File: src/hw/rtl/rrt_pkg.sv
`default_nettype none
// ----------------------------------------------------------------------------
// rrt_pkg: shared types and codes
// Word formats, command and result codes, and the controller/datapath link.
// ----------------------------------------------------------------------------
package rrt_pkg;

  localparam logic [1:0] CMD_SEND   = 2'd0;
  localparam logic [1:0] CMD_ACK    = 2'd1;
  localparam logic [1:0] CMD_TICK   = 2'd2;
  localparam logic [1:0] CMD_UNUSED = 2'd3;

  localparam logic [2:0] KIND_TX     = 3'd0;
  localparam logic [2:0] KIND_RETX   = 3'd1;
  localparam logic [2:0] KIND_DROP   = 3'd2;
  localparam logic [2:0] KIND_ACK    = 3'd3;
  localparam logic [2:0] KIND_DONE   = 3'd4;
  localparam logic [2:0] KIND_REJECT = 3'd5;

  localparam logic CFG_ACK_TIMEOUT = 1'b0;
  localparam logic CFG_MAX_RETRIES = 1'b1;

  localparam logic [31:0] ACK_TIMEOUT_RST = 32'd1000;
  localparam logic [7:0]  MAX_RETRIES_RST = 8'd3;

  typedef struct packed {
    logic [1:0]  cmd;
    logic [31:0] current_time;
    logic [47:0] dest_endpoint;
    logic [15:0] payload_handle;
    logic [31:0] acked_id;
  } in_word_t;

  typedef struct packed {
    logic [2:0]  kind;
    logic [31:0] packet_id;
    logic [47:0] out_endpoint;
    logic [15:0] out_handle;
    logic [7:0]  attempt;
    logic        ack_matched;
    logic [4:0]  drop_count;
    logic        last;
  } out_word_t;

  typedef struct packed {
    logic [31:0] id;
    logic [47:0] endpoint;
    logic [15:0] handle;
    logic [31:0] sent_time;
    logic [7:0]  retries;
  } entry_t;

  typedef struct packed {
    logic latch;
    logic tick_start;
    logic scan_clr;
    logic scan_step;
    logic sel_rd;
    logic do_send;
    logic do_ack;
    logic do_proc;
    logic do_done;
  } ctl_t;

  typedef struct packed {
    logic [1:0] cmd;
    logic       out_free;
    logic       scan_end;
    logic       found;
  } stat_t;

endpackage

`default_nettype wire

File: src/hw/rtl/rrt_ctrl.sv
`default_nettype none
// ----------------------------------------------------------------------------
// rrt_ctrl: sequencer
// Steps each command word through dispatch, table sweeps and result issue.
// ----------------------------------------------------------------------------
module rrt_ctrl
  import rrt_pkg::*;
(
  input  wire   clk_i,
  input  wire   rst_ni,
  input  wire   in_valid_i,
  output logic  in_ready_o,
  input  stat_t st_i,
  output ctl_t  ctl_o
);

  localparam logic [3:0] S_IDLE = 4'd0;
  localparam logic [3:0] S_DISP = 4'd1;
  localparam logic [3:0] S_SEND = 4'd2;
  localparam logic [3:0] S_SCAN = 4'd3;
  localparam logic [3:0] S_TAIL = 4'd4;
  localparam logic [3:0] S_CHK  = 4'd5;
  localparam logic [3:0] S_ACK  = 4'd6;
  localparam logic [3:0] S_PROC = 4'd7;
  localparam logic [3:0] S_DONE = 4'd8;

  logic [3:0] state_q, state_d;

  assign in_ready_o = (state_q == S_IDLE);

  always_comb begin
    state_d = state_q;
    ctl_o   = '0;
    unique case (state_q)
      S_IDLE: begin
        if (in_valid_i) begin
          ctl_o.latch = 1'b1;
          state_d     = S_DISP;
        end
      end
      S_DISP: begin
        unique case (st_i.cmd)
          CMD_SEND: state_d = S_SEND;
          CMD_ACK, CMD_TICK: begin
            ctl_o.tick_start = 1'b1;
            ctl_o.scan_clr   = 1'b1;
            state_d          = S_SCAN;
          end
          CMD_UNUSED: state_d = S_IDLE;
          default: state_d = S_IDLE;
        endcase
      end
      S_SEND: begin
        if (st_i.out_free) begin
          ctl_o.do_send = 1'b1;
          state_d       = S_IDLE;
        end
      end
      S_SCAN: begin
        ctl_o.scan_step = 1'b1;
        if (st_i.scan_end) state_d = S_TAIL;
      end
      S_TAIL: state_d = S_CHK;
      S_CHK: begin
        ctl_o.sel_rd = st_i.found;
        priority if (st_i.cmd == CMD_ACK) begin
          state_d = S_ACK;
        end else if (st_i.found) begin
          state_d = S_PROC;
        end else begin
          state_d = S_DONE;
        end
      end
      S_ACK: begin
        if (st_i.out_free) begin
          ctl_o.do_ack = 1'b1;
          state_d      = S_IDLE;
        end
      end
      S_PROC: begin
        if (st_i.out_free) begin
          ctl_o.do_proc  = 1'b1;
          ctl_o.scan_clr = 1'b1;
          state_d        = S_SCAN;
        end
      end
      S_DONE: begin
        if (st_i.out_free) begin
          ctl_o.do_done = 1'b1;
          state_d       = S_IDLE;
        end
      end
      default: state_d = S_IDLE;
    endcase
  end

  always_ff @(posedge clk_i or negedge rst_ni) begin
    if (!rst_ni) begin
      state_q <= S_IDLE;
    end else begin
      state_q <= state_d;
    end
  end

endmodule

`default_nettype wire

File: src/hw/rtl/rrt_dp.sv
`default_nettype none
// ----------------------------------------------------------------------------
// rrt_dp: table datapath
// Entry memory, live bits, id allocation, sweep compare and result register.
// ----------------------------------------------------------------------------
module rrt_dp
  import rrt_pkg::*;
#(
  parameter int TABLE_DEPTH = 16
) (
  input  wire        clk_i,
  input  wire        rst_ni,
  input  ctl_t       ctl_i,
  output stat_t      st_o,
  input  in_word_t   in_data_i,
  output logic       out_valid_o,
  input  wire        out_ready_i,
  output out_word_t  out_data_o,
  input  wire        cfg_valid_i,
  input  wire        cfg_index_i,
  input  wire [31:0] cfg_data_i
);

  localparam int AW = (TABLE_DEPTH > 1) ? $clog2(TABLE_DEPTH) : 1;
  localparam int CW = $clog2(TABLE_DEPTH + 1);
  localparam logic [AW-1:0] LAST_SLOT = AW'(TABLE_DEPTH - 1);

  logic [31:0]          ack_timeout_q;
  logic [7:0]           max_retries_q;
  in_word_t             in_q;
  logic [31:0]          next_id_q;
  logic [AW-1:0]        next_slot_q;
  logic [TABLE_DEPTH-1:0] valid_q;

  entry_t               mem [TABLE_DEPTH];
  entry_t               rd_q;
  logic [AW-1:0]        rd_slot_q;
  logic                 cmp_en_q;

  logic [AW-1:0]        addr_q;
  logic                 min_found_q;
  logic [31:0]          min_id_q;
  logic [AW-1:0]        min_slot_q;
  logic [31:0]          last_id_q;
  logic                 have_last_q;
  logic [CW-1:0]        drops_q;

  out_word_t            out_q, out_d;
  logic                 out_valid_q;

  logic                 out_free;
  logic                 slot_busy;
  logic                 live, take;
  logic [31:0]          age;
  logic                 due, drop;
  logic                 mem_we;
  logic [AW-1:0]        mem_wa, rd_addr;
  entry_t               mem_wd;

  assign out_free  = !out_valid_q || out_ready_i;
  assign slot_busy = valid_q[next_slot_q];

  assign st_o.cmd      = in_q.cmd;
  assign st_o.out_free = out_free;
  assign st_o.scan_end = (addr_q == LAST_SLOT);
  assign st_o.found    = min_found_q;

  assign age  = in_q.current_time - rd_q.sent_time;
  assign due  = (age >= ack_timeout_q);
  assign drop = (rd_q.retries >= max_retries_q);

  always_comb begin
    live = cmp_en_q && valid_q[rd_slot_q];
    if (in_q.cmd == CMD_ACK) begin
      take = live && (rd_q.id == in_q.acked_id) && (rd_q.endpoint == in_q.dest_endpoint);
    end else begin
      take = live && (!have_last_q || (rd_q.id > last_id_q)) &&
             (!min_found_q || (rd_q.id < min_id_q));
    end
  end

  always_comb begin
    mem_we = 1'b0;
    mem_wa = min_slot_q;
    mem_wd = rd_q;
    if (ctl_i.do_send && !slot_busy) begin
      mem_we           = 1'b1;
      mem_wa           = next_slot_q;
      mem_wd.id        = next_id_q;
      mem_wd.endpoint  = in_q.dest_endpoint;
      mem_wd.handle    = in_q.payload_handle;
      mem_wd.sent_time = in_q.current_time;
      mem_wd.retries   = '0;
    end else if (ctl_i.do_proc && due && !drop) begin
      mem_we           = 1'b1;
      mem_wd.sent_time = in_q.current_time;
      mem_wd.retries   = rd_q.retries + 8'd1;
    end
  end

  assign rd_addr = ctl_i.sel_rd ? min_slot_q : addr_q;

  always_ff @(posedge clk_i) begin
    if (mem_we) mem[mem_wa] <= mem_wd;
    if (ctl_i.scan_step || ctl_i.sel_rd) begin
      rd_q      <= mem[rd_addr];
      rd_slot_q <= rd_addr;
    end
    if (ctl_i.latch) in_q <= in_data_i;
    if (take) begin
      min_id_q   <= rd_q.id;
      min_slot_q <= rd_slot_q;
    end
    if (ctl_i.do_proc) last_id_q <= rd_q.id;
    out_q <= out_d;
  end

  always_comb begin
    out_d = out_q;
    if (ctl_i.do_send) begin
      out_d              = '0;
      out_d.kind         = slot_busy ? KIND_REJECT : KIND_TX;
      out_d.packet_id    = next_id_q;
      out_d.out_endpoint = in_q.dest_endpoint;
      out_d.out_handle   = in_q.payload_handle;
      out_d.last         = 1'b1;
    end else if (ctl_i.do_ack) begin
      out_d              = '0;
      out_d.kind         = KIND_ACK;
      out_d.packet_id    = in_q.acked_id;
      out_d.out_endpoint = in_q.dest_endpoint;
      out_d.out_handle   = min_found_q ? rd_q.handle : 16'd0;
      out_d.ack_matched  = min_found_q;
      out_d.last         = 1'b1;
    end else if (ctl_i.do_proc && due) begin
      out_d              = '0;
      out_d.kind         = drop ? KIND_DROP : KIND_RETX;
      out_d.packet_id    = rd_q.id;
      out_d.out_endpoint = rd_q.endpoint;
      out_d.out_handle   = rd_q.handle;
      out_d.attempt      = drop ? rd_q.retries : rd_q.retries + 8'd1;
    end else if (ctl_i.do_done) begin
      out_d            = '0;
      out_d.kind       = KIND_DONE;
      out_d.drop_count = 5'(drops_q);
      out_d.last       = 1'b1;
    end
  end

  always_ff @(posedge clk_i or negedge rst_ni) begin
    if (!rst_ni) begin
      ack_timeout_q <= ACK_TIMEOUT_RST;
      max_retries_q <= MAX_RETRIES_RST;
      next_id_q     <= '0;
      next_slot_q   <= '0;
      valid_q       <= '0;
      cmp_en_q      <= 1'b0;
      addr_q        <= '0;
      min_found_q   <= 1'b0;
      have_last_q   <= 1'b0;
      drops_q       <= '0;
      out_valid_q   <= 1'b0;
    end else begin
      if (cfg_valid_i) begin
        unique case (cfg_index_i)
          CFG_ACK_TIMEOUT: ack_timeout_q <= cfg_data_i;
          CFG_MAX_RETRIES: max_retries_q <= cfg_data_i[7:0];
          default: ;
        endcase
      end

      cmp_en_q <= ctl_i.scan_step;

      if (ctl_i.scan_clr) begin
        addr_q      <= '0;
        min_found_q <= 1'b0;
      end else begin
        if (ctl_i.scan_step) addr_q <= addr_q + AW'(1);
        if (take) min_found_q <= 1'b1;
      end

      if (ctl_i.tick_start) begin
        have_last_q <= 1'b0;
        drops_q     <= '0;
      end else if (ctl_i.do_proc) begin
        have_last_q <= 1'b1;
        if (due && drop) drops_q <= drops_q + CW'(1);
      end

      if (ctl_i.do_send && !slot_busy) begin
        valid_q[next_slot_q] <= 1'b1;
        next_id_q            <= next_id_q + 32'd1;
        if (next_id_q == '1 || next_slot_q == LAST_SLOT) begin
          next_slot_q <= '0;
        end else begin
          next_slot_q <= next_slot_q + AW'(1);
        end
      end else if (ctl_i.do_ack && min_found_q) begin
        valid_q[min_slot_q] <= 1'b0;
      end else if (ctl_i.do_proc && due && drop) begin
        valid_q[min_slot_q] <= 1'b0;
      end

      if (ctl_i.do_send || ctl_i.do_ack || (ctl_i.do_proc && due) || ctl_i.do_done) begin
        out_valid_q <= 1'b1;
      end else if (out_ready_i) begin
        out_valid_q <= 1'b0;
      end
    end
  end

  assign out_valid_o = out_valid_q;
  assign out_data_o  = out_q;

`ifndef NO_ASSERTIONS
  a_one_issue: assert property (@(posedge clk_i) disable iff (!rst_ni)
    $onehot0({ctl_i.do_send, ctl_i.do_ack, ctl_i.do_proc, ctl_i.do_done}))
    else $error("more than one result issued in a cycle");

  a_issue_free: assert property (@(posedge clk_i) disable iff (!rst_ni)
    (ctl_i.do_send || ctl_i.do_ack || ctl_i.do_proc || ctl_i.do_done) |-> out_free)
    else $error("result issued over a pending word");

  a_send_sets: assert property (@(posedge clk_i) disable iff (!rst_ni)
    (ctl_i.do_send && !slot_busy) |=> valid_q[$past(next_slot_q)])
    else $error("sent entry not marked live");

  a_proc_found: assert property (@(posedge clk_i) disable iff (!rst_ni)
    ctl_i.do_proc |-> (min_found_q && !ctl_i.scan_step))
    else $error("entry processed without a selection");

  a_drops_bound: assert property (@(posedge clk_i) disable iff (!rst_ni)
    drops_q <= CW'(TABLE_DEPTH))
    else $error("drop count beyond table depth");
`endif

endmodule

`default_nettype wire

File: src/hw/rtl/reliable_retransmit_table.sv
`default_nettype none
// ----------------------------------------------------------------------------
// reliable_retransmit_table: retransmission timer table
// Tracks unacknowledged packets; sends, acks and timer ticks as command words.
// ----------------------------------------------------------------------------
// One command word is handled at a time. An ack sweeps the entry memory at
// one slot per cycle. A tick visits live entries in ascending id order by a
// minimum search sweep per entry; every sweep goes through the single read
// port of the entry memory. Each result word waits in an output register,
// and further results stall while that register is held. Configuration is
// taken at any time, one write per cycle; register 0 is ack_timeout and
// register 1 is max_retries.
module reliable_retransmit_table
  import rrt_pkg::*;
#(
  parameter int TABLE_DEPTH = 16
) (
  input  wire        clk_i,
  input  wire        rst_ni,
  input  wire        in_valid_i,
  output logic       in_ready_o,
  input  in_word_t   in_data_i,
  output logic       out_valid_o,
  input  wire        out_ready_i,
  output out_word_t  out_data_o,
  input  wire        cfg_valid_i,
  output logic       cfg_ready_o,
  input  wire        cfg_index_i,
  input  wire [31:0] cfg_data_i
);

  ctl_t  ctl;
  stat_t st;

  assign cfg_ready_o = 1'b1;

  rrt_ctrl u_ctrl (
    .clk_i      (clk_i),
    .rst_ni     (rst_ni),
    .in_valid_i (in_valid_i),
    .in_ready_o (in_ready_o),
    .st_i       (st),
    .ctl_o      (ctl)
  );

  rrt_dp #(
    .TABLE_DEPTH (TABLE_DEPTH)
  ) u_dp (
    .clk_i       (clk_i),
    .rst_ni      (rst_ni),
    .ctl_i       (ctl),
    .st_o        (st),
    .in_data_i   (in_data_i),
    .out_valid_o (out_valid_o),
    .out_ready_i (out_ready_i),
    .out_data_o  (out_data_o),
    .cfg_valid_i (cfg_valid_i),
    .cfg_index_i (cfg_index_i),
    .cfg_data_i  (cfg_data_i)
  );

endmodule

`default_nettype wire
File: config.mk
export PLATFORM = sky130hd
export DESIGN_NAME = reliable_retransmit_table
export DESIGN_NICKNAME = d
export VERILOG_FILES = /design/src/hw/rtl/rrt_pkg.sv /design/src/hw/rtl/rrt_ctrl.sv /design/src/hw/rtl/rrt_dp.sv /design/src/hw/rtl/reliable_retransmit_table.sv
export SDC_FILE = /design/constraint.sdc
export NUM_CORES = 2
export LEC_CHECK = 0
export BUFFER_PORTS_ARGS = -buffer_cell sky130_fd_sc_hd__buf_2
export CAP_MARGIN = 0
export CORE_MARGIN = 3
export CORE_UTILIZATION = 45
export DETAILED_ROUTE_END_ITERATION = 16
export GPL_TIMING_DRIVEN = 0
export PLACE_DENSITY_LB_ADDON = 0.25
export RECOVER_POWER = 25
export SLEW_MARGIN = 20
export SYNTH_ARGS = -nofsm -noshare
export SYNTH_HDL_FRONTEND = slang
export SYNTH_SLANG_ARGS = --single-unit
File: constraint.sdc
create_clock -name clk_i -period 18.5 [get_ports clk_i]
set_input_delay 1.85 -clock clk_i [delete_from_list [all_inputs] [get_ports clk_i]]
set_output_delay 1.85 -clock clk_i [all_outputs]
set_load 0.1 [all_outputs]
### After elaboration in Yosys (flattened, before gate mapping)

Memories as Yosys holds them, arrays and structs flattened. A register that Yosys moved wholly into a read port is not among the register bits.
Index checks and enable logic that the tools add are counted.

* $add $sub $neg: 6
* multipliers: 0
* divide/modulo/power cells: 0
* magnitude comparators: 9
* equal/unequal tests: 20
* shift operators: 0
* muxes and demuxes: 61
* bitwise gates (word level): 4
* reductions and logical operators: 45

Operators with widths (count)
* $mux W114: 4
* $mux W96: 1
* $mux W40: 2
* $mux W16: 4
* $eq A48 B48 Y1: 1
* $mux W4: 11
* $add A32 B1 Y32 const B: 1
* $eq A32 B32 Y1: 1
* $eq A32 B32 Y1 const B: 1
* $ge A32 B32 Y1: 1
* $gt A32 B32 Y1: 1
* $lt A32 B32 Y1: 1
* $sub A32 B32 Y32: 1
* $pmux W4 S7: 1
* $mux W1: 25
* $and A16 B16 Y16: 1
* $eq A4 B3 Y1 const B: 4
* $not A16 Y16: 1
* $or A16 B16 Y16: 1
* $lt A4 B5 Y1 const B: 3
* $mux W5: 3
* $logic_and A1 B1 Y1: 13
* $eq A4 B4 Y1 const B: 3
* $pmux W4 S3: 1
* 29 further kinds: 59

* bits in registers: 425
* latch bits: 0
* memory bits (writable): 2176
* bits in read-only memories: 0
* input port bits: 168
* output and inout port bits: 117
* word-level logic and storage cells: 175
* memories: 1

Memory list
* u_dp.mem: depth 16, width 136, read ports 1, clocked after memory_dff 1, wr ports 1, RTL line rrt_dp.sv:35 `entry_t mem [TABLE_DEPTH];`

### Logic depth before layout (Yosys ltp)

* word-level depth: 10
* mapped depth: 23
* gate-level depth less buffers: 21

### Modules after synthesis

Synthesis repeated with hierarchy kept, for this count alone.

* cells, all modules: 8900
* area total of the unflattened synthesis: 112500.4 µm²

By module, submodules not included
* rrt_dp: times used 1, cells each 8836, area an instance 111987.4 µm², sequential area each 81403.1 µm²
* rrt_ctrl: times used 1, cells each 62, area an instance 501.7 µm², sequential area each 100.1 µm²
* reliable_retransmit_table: times used 1, cells each 2, area an instance 11.3 µm², sequential area each 0.0 µm²

### Worst setup path after synthesis

OpenSTA, ideal clock, no wires.

* path kind: input port to flip-flop
* start: input port out_ready_i
* end: memory u_dp.mem[5][0] (netlist bit) (enable)
* setup time: 0.634 ns
* data arrival time: 11.796 ns
* data required time: 17.866 ns
* setup slack: 6.071 ns
* cell stages on the path: 8
* path buffers: 1
* cells stage by stage: nand2b_1 > nor3b_1 > and4_1 > a22oi_1 > nor2_1 > clkbuf_1 > a21oi_1 > nor2_1

RTL lines
* from (decl): RTL line reliable_retransmit_table.sv:24 `input wire out_ready_i,`
* to (decl): RTL line rrt_dp.sv:35

### Worst setup path in the final report

* start: register u_dp.in_q[96] (netlist bit)
* end: memory u_dp.mem[2][47] (netlist bit) (enable)

* longest elaborated chain between the ends: 8

Ends and longest elaborated chain
* from (decl): RTL line rrt_dp.sv:30 `in_word_t in_q;`
* from (signal assigned): RTL line rrt_dp.sv:109 `if (ctl_i.latch) in_q <= in_data_i;`
* $sub A32 B32 Y32: RTL line rrt_dp.sv:68 `assign age = in_q.current_time - rd_q.sent_time;`
* $ge A32 B32 Y1: RTL line rrt_dp.sv:69 `assign due = (age >= ack_timeout_q);`
* $logic_and A1 B1 Y1 (2 in series): RTL line rrt_dp.sv:94 `end else if (ctl_i.do_proc && due && !drop) begin`
* $mux W1: RTL line rrt_dp.sv:94
* $mux W1: RTL line rrt_dp.sv:86 `if (ctl_i.do_send && !slot_busy) begin`
* $mux W1: RTL line rrt_dp.sv:104 `if (mem_we) mem[mem_wa] <= mem_wd;`
* $mux W1 (implied by the code): RTL line rrt_dp.sv:104

No other way between the ends.

==> reports/qor.txt <==
hold path depth: 0
count leader, synth: edfxtp_1
initial antenna violation count: 24
Worst Path Required: 19.11 ns
Initial Utilization: 0.452
cells after synthesis: 8537
FF-to-FF path depth: 26
clk sinks: 2737
Final Net Count: 9635
failing checks: max-capacitance violations, max-slew violations
Area Growth Syn to Fin: 17.2%
maximum number of pins on one net before global-route repair: 69
WS Path Type: register to register
GRT overflow: 0
Setup violations, final: 0
Post-CTS Setup Bufs: 0
area share of the largest cell type after synthesis: 0.705
type of the tightest min-delay check: register to register
DIE AREA: 253000 um^2
routed wire length: 375 mm
Inserted Clock Buffers: 302
setup_tns: 0 ns
buffers added on ports: 283
GPL Wtd Cong: 0.938
critical path arrival: 9.61 ns
Die W: 503 um
EDFF count, synth: 2613
Setup crit end kind: register
synth top area cells: edfxtp_1 (70%), nand2_1 (8.0%), nand3_1 (4.3%)
leading cell types by count after synthesis: edfxtp_1 (2613), nand2_1 (2383), nand3_1 (952)
DR vias/cell: 5.92
PD cells: 154 nW/um^2
Placed Area: 122000 um^2
first-pass GRT wire length: 526 mm
Final Hold Viols: 0
Synth Flop Type: edfxtp_1
Mapped Area: 111000 um^2
DP HPWL: 268 mm
leakage: 46.8 nW
Async SR Flop Fraction: 0.0398
Post-DRT Antenna Nets: 0
via count: 76200
DRC: 0
num ports: 285
wire per inst: 29.2 um
drt pass-1 iters: 9
clock-pin slew on the worst setup and hold paths: 0.06 ns
CP Launch Type: register
average cell area after synthesis: 13.0 um^2
fin crit period: 9.00 ns
clk_lat worst skew: 0.96 ns
max_cap viols: 22
max-slew violations: 529
Multi-input gate area: 27300 um^2
post_cts resized: 0
vias in the first global route: 72800
Worst Skew: 0.0792 ns
Least-Margin Pin Slew: 4.15 ns
Yosys warning total: 0
CTS tree: built
Die Ht: 503 um
sequential-to-total area share from yosys stat: 0.732
post-synth net total: 8850
number of H-tree levels: 5
FMAX: 0.111 GHz
register area: 81500 um^2
row cnt: 182
Finished Cell Area: 131000 um^2
Fill cells: 20300
ratio of cells with drive above 1 in the final layout: 0.102
Max-Slew Margin vs Limit: -1.76
Hold Buf Count CTS: 0
VDD IR max: 0.113 mV
Root Buffer: clkbuf_16
Distinct cells, synth: 69
unrepaired setup endpoints after global routing: false
hold_ws: 0.459 ns
DRC marker count from the first detailed-route iteration: 10600
synthesis-stage register bit count: 2737
status: complete, but fails checks
final period utilization: 0.486
crit path max fanout: 20
area leader, netlist: edfxtp_1
buffer depth of the longest clock path: 4
total track usage: 0.290
core area: 246000 um^2
-- placed cells by master, fill, tap and decap left out, types with 78 or more instances in the layout --
| cell type | netlist | layout |
|---|---|---|
| nand2_1 | 2383 | 2383 |
| clkbuf_1 | 351 | 537 |
| ha_1 | 144 | 144 |
| a311oi_1 | 168 | 168 |
| mux2i_1 | 114 | 114 |
| buf_16 | 0 | 89 |
| clkbuf_16 | 0 | 309 |
| a21oi_1 | 180 | 179 |
| xor2_1 | 78 | 78 |
| o21ai_0 | 113 | 82 |
| nand3_1 | 952 | 952 |
| edfxtp_1 | 2613 | 2613 |
| a31oi_1 | 156 | 156 |
| buf_2 | 120 | 266 |
| inv_1 | 187 | 187 |
| and3_1 | 102 | 102 |
| nor2_1 | 97 | 81 |
| dfrtp_1 | 101 | 101 |
-- metal layers --
| metal | wire length, um | global-route usage | vias up |
|---|---|---|---|
| met4 | 19200 | 0.131 | 8 |
| met2 | 170000 | 0.452 | 4647 |
| li1 | - | - | 33000 |
| met3 | 43300 | 0.0694 | 897 |
| met5 | 43 | 0 | - |
| met1 | 143000 | 0.389 | 37700 |
-- power by group --
part	switching [mW]	internal (mW)	leakage, nW
sequential	0.280	7.92	25.2
combinational	4.67	1.40	17.0
clock	2.42	3.41	4.58
-- stage by stage --
step                setup WS [ns]  power, mW  cells   util
global route                 9.28       20.8  12900  0.530
CTS                          9.70       20.1  12900  0.532
detailed placement           9.75       14.3  12300  0.494
floorplan                    6.07       11.6   8537      -
finish                       9.50       20.1  12900  0.530
global placement            -6.42       14.1  12100  0.475
-- cells by family (layout without fill, tap and decap cells) --
| logic type | Yosys count | count (layout) | share of synthesized area |
|---|---|---|---|
| adders and majority gates | 145 | 145 | 0.0164 |
| xor gates and xnor gates | 151 | 151 | 0.0119 |
| muxes | 137 | 137 | 0.0137 |
| AOI/OAI and AO/OA | 919 | 919 | 0.0571 |
| DFF | 2737 | 2737 | 0.732 |
| other | 1 | 13 | 0.0000337 |
| buffers and inverters | 699 | 1705 | 0.0251 |
| and+or+nand+nor | 3748 | 3748 | 0.144 |
-- worst paths after layout --
path | from | end | slack, ns
worst max register to register | u_dp.in_q[96] | u_dp.mem[2][47] | 9.50
worst min register to register | u_dp.rd_slot_q[3] | u_dp.min_slot_q[3] | 0.46
min in group asynchronous | rst_ni | u_dp.ack_timeout_q[20] | 1.80
max in group asynchronous | rst_ni | u_dp.min_found_q | 11.69
worst min-delay path | u_dp.rd_slot_q[3] | u_dp.min_slot_q[3] | 0.46
worst max-delay path | u_dp.in_q[96] | u_dp.mem[2][47] | 9.50
-- layout make-up --
cell class / count / area share
inverter: 190 / 0.00552
buffer: 509 / 0.0162
timing repair buffer: 481 / 0.0410
sequential: 2737 / 0.624
tap: 3312 / 0.0317
multi-input combinational: 5101 / 0.209
antenna: 12 / 0.000230
clock buffer: 377 / 0.0616
clock inverter: 148 / 0.0105
-- flip-flops by register name, indices dropped and copies added, names as in the netlist --
| signal | count |
|---|---|
| u_dp.min_id_q | 32 |
| u_dp.out_data_o | 114 |
| u_dp.addr_q | 4 |
| u_dp.ack_timeout_q | 32 |
| u_dp.next_slot_q | 4 |
| u_dp.max_retries_q | 8 |
| u_dp.min_found_q | 1 |
| u_dp.rd_slot_q | 4 |
| u_dp.mem | 2176 |
| u_dp.next_id_q | 32 |
| u_dp.st_o | 2 |
| u_dp.cmp_en_q | 1 |
| u_ctrl.state_q | 4 |
| u_dp.have_last_q | 1 |
| u_dp.out_valid_o | 1 |
| u_dp.min_slot_q | 4 |
| u_dp.in_q | 128 |
| u_dp.rd_q | 136 |
| u_dp.valid_q | 16 |
| u_dp.last_id_q | 32 |
| u_dp.drops_q | 5 |
-- worst max-delay path: stages (launching register included) --
cell and delay, ns:
edfxtp_1 0.46, inv_1 0.09, ha_1 0.16, inv_1 0.05, fa_1 0.42, a211o_1 0.32, a21oi_1 0.18, nor3_1 0.10
o21ai_0 0.47, o21ai_0 0.31, nor2_1 0.24, o21ai_0 0.17, xnor2_1 0.16, ha_1 0.28, nand4_1 0.13, nor3_1 0.61
nand3_1 0.30, o211ai_1 0.32, a22oi_1 0.38, nor2_1 0.54, clkbuf_1 0.84, a22oi_1 0.51, nor2_4 0.72, buf_12 0.27
buf_12 0.21, buf_16 0.19, buf_16 0.19
No activity file was read; power rests on OpenSTA's default activity.
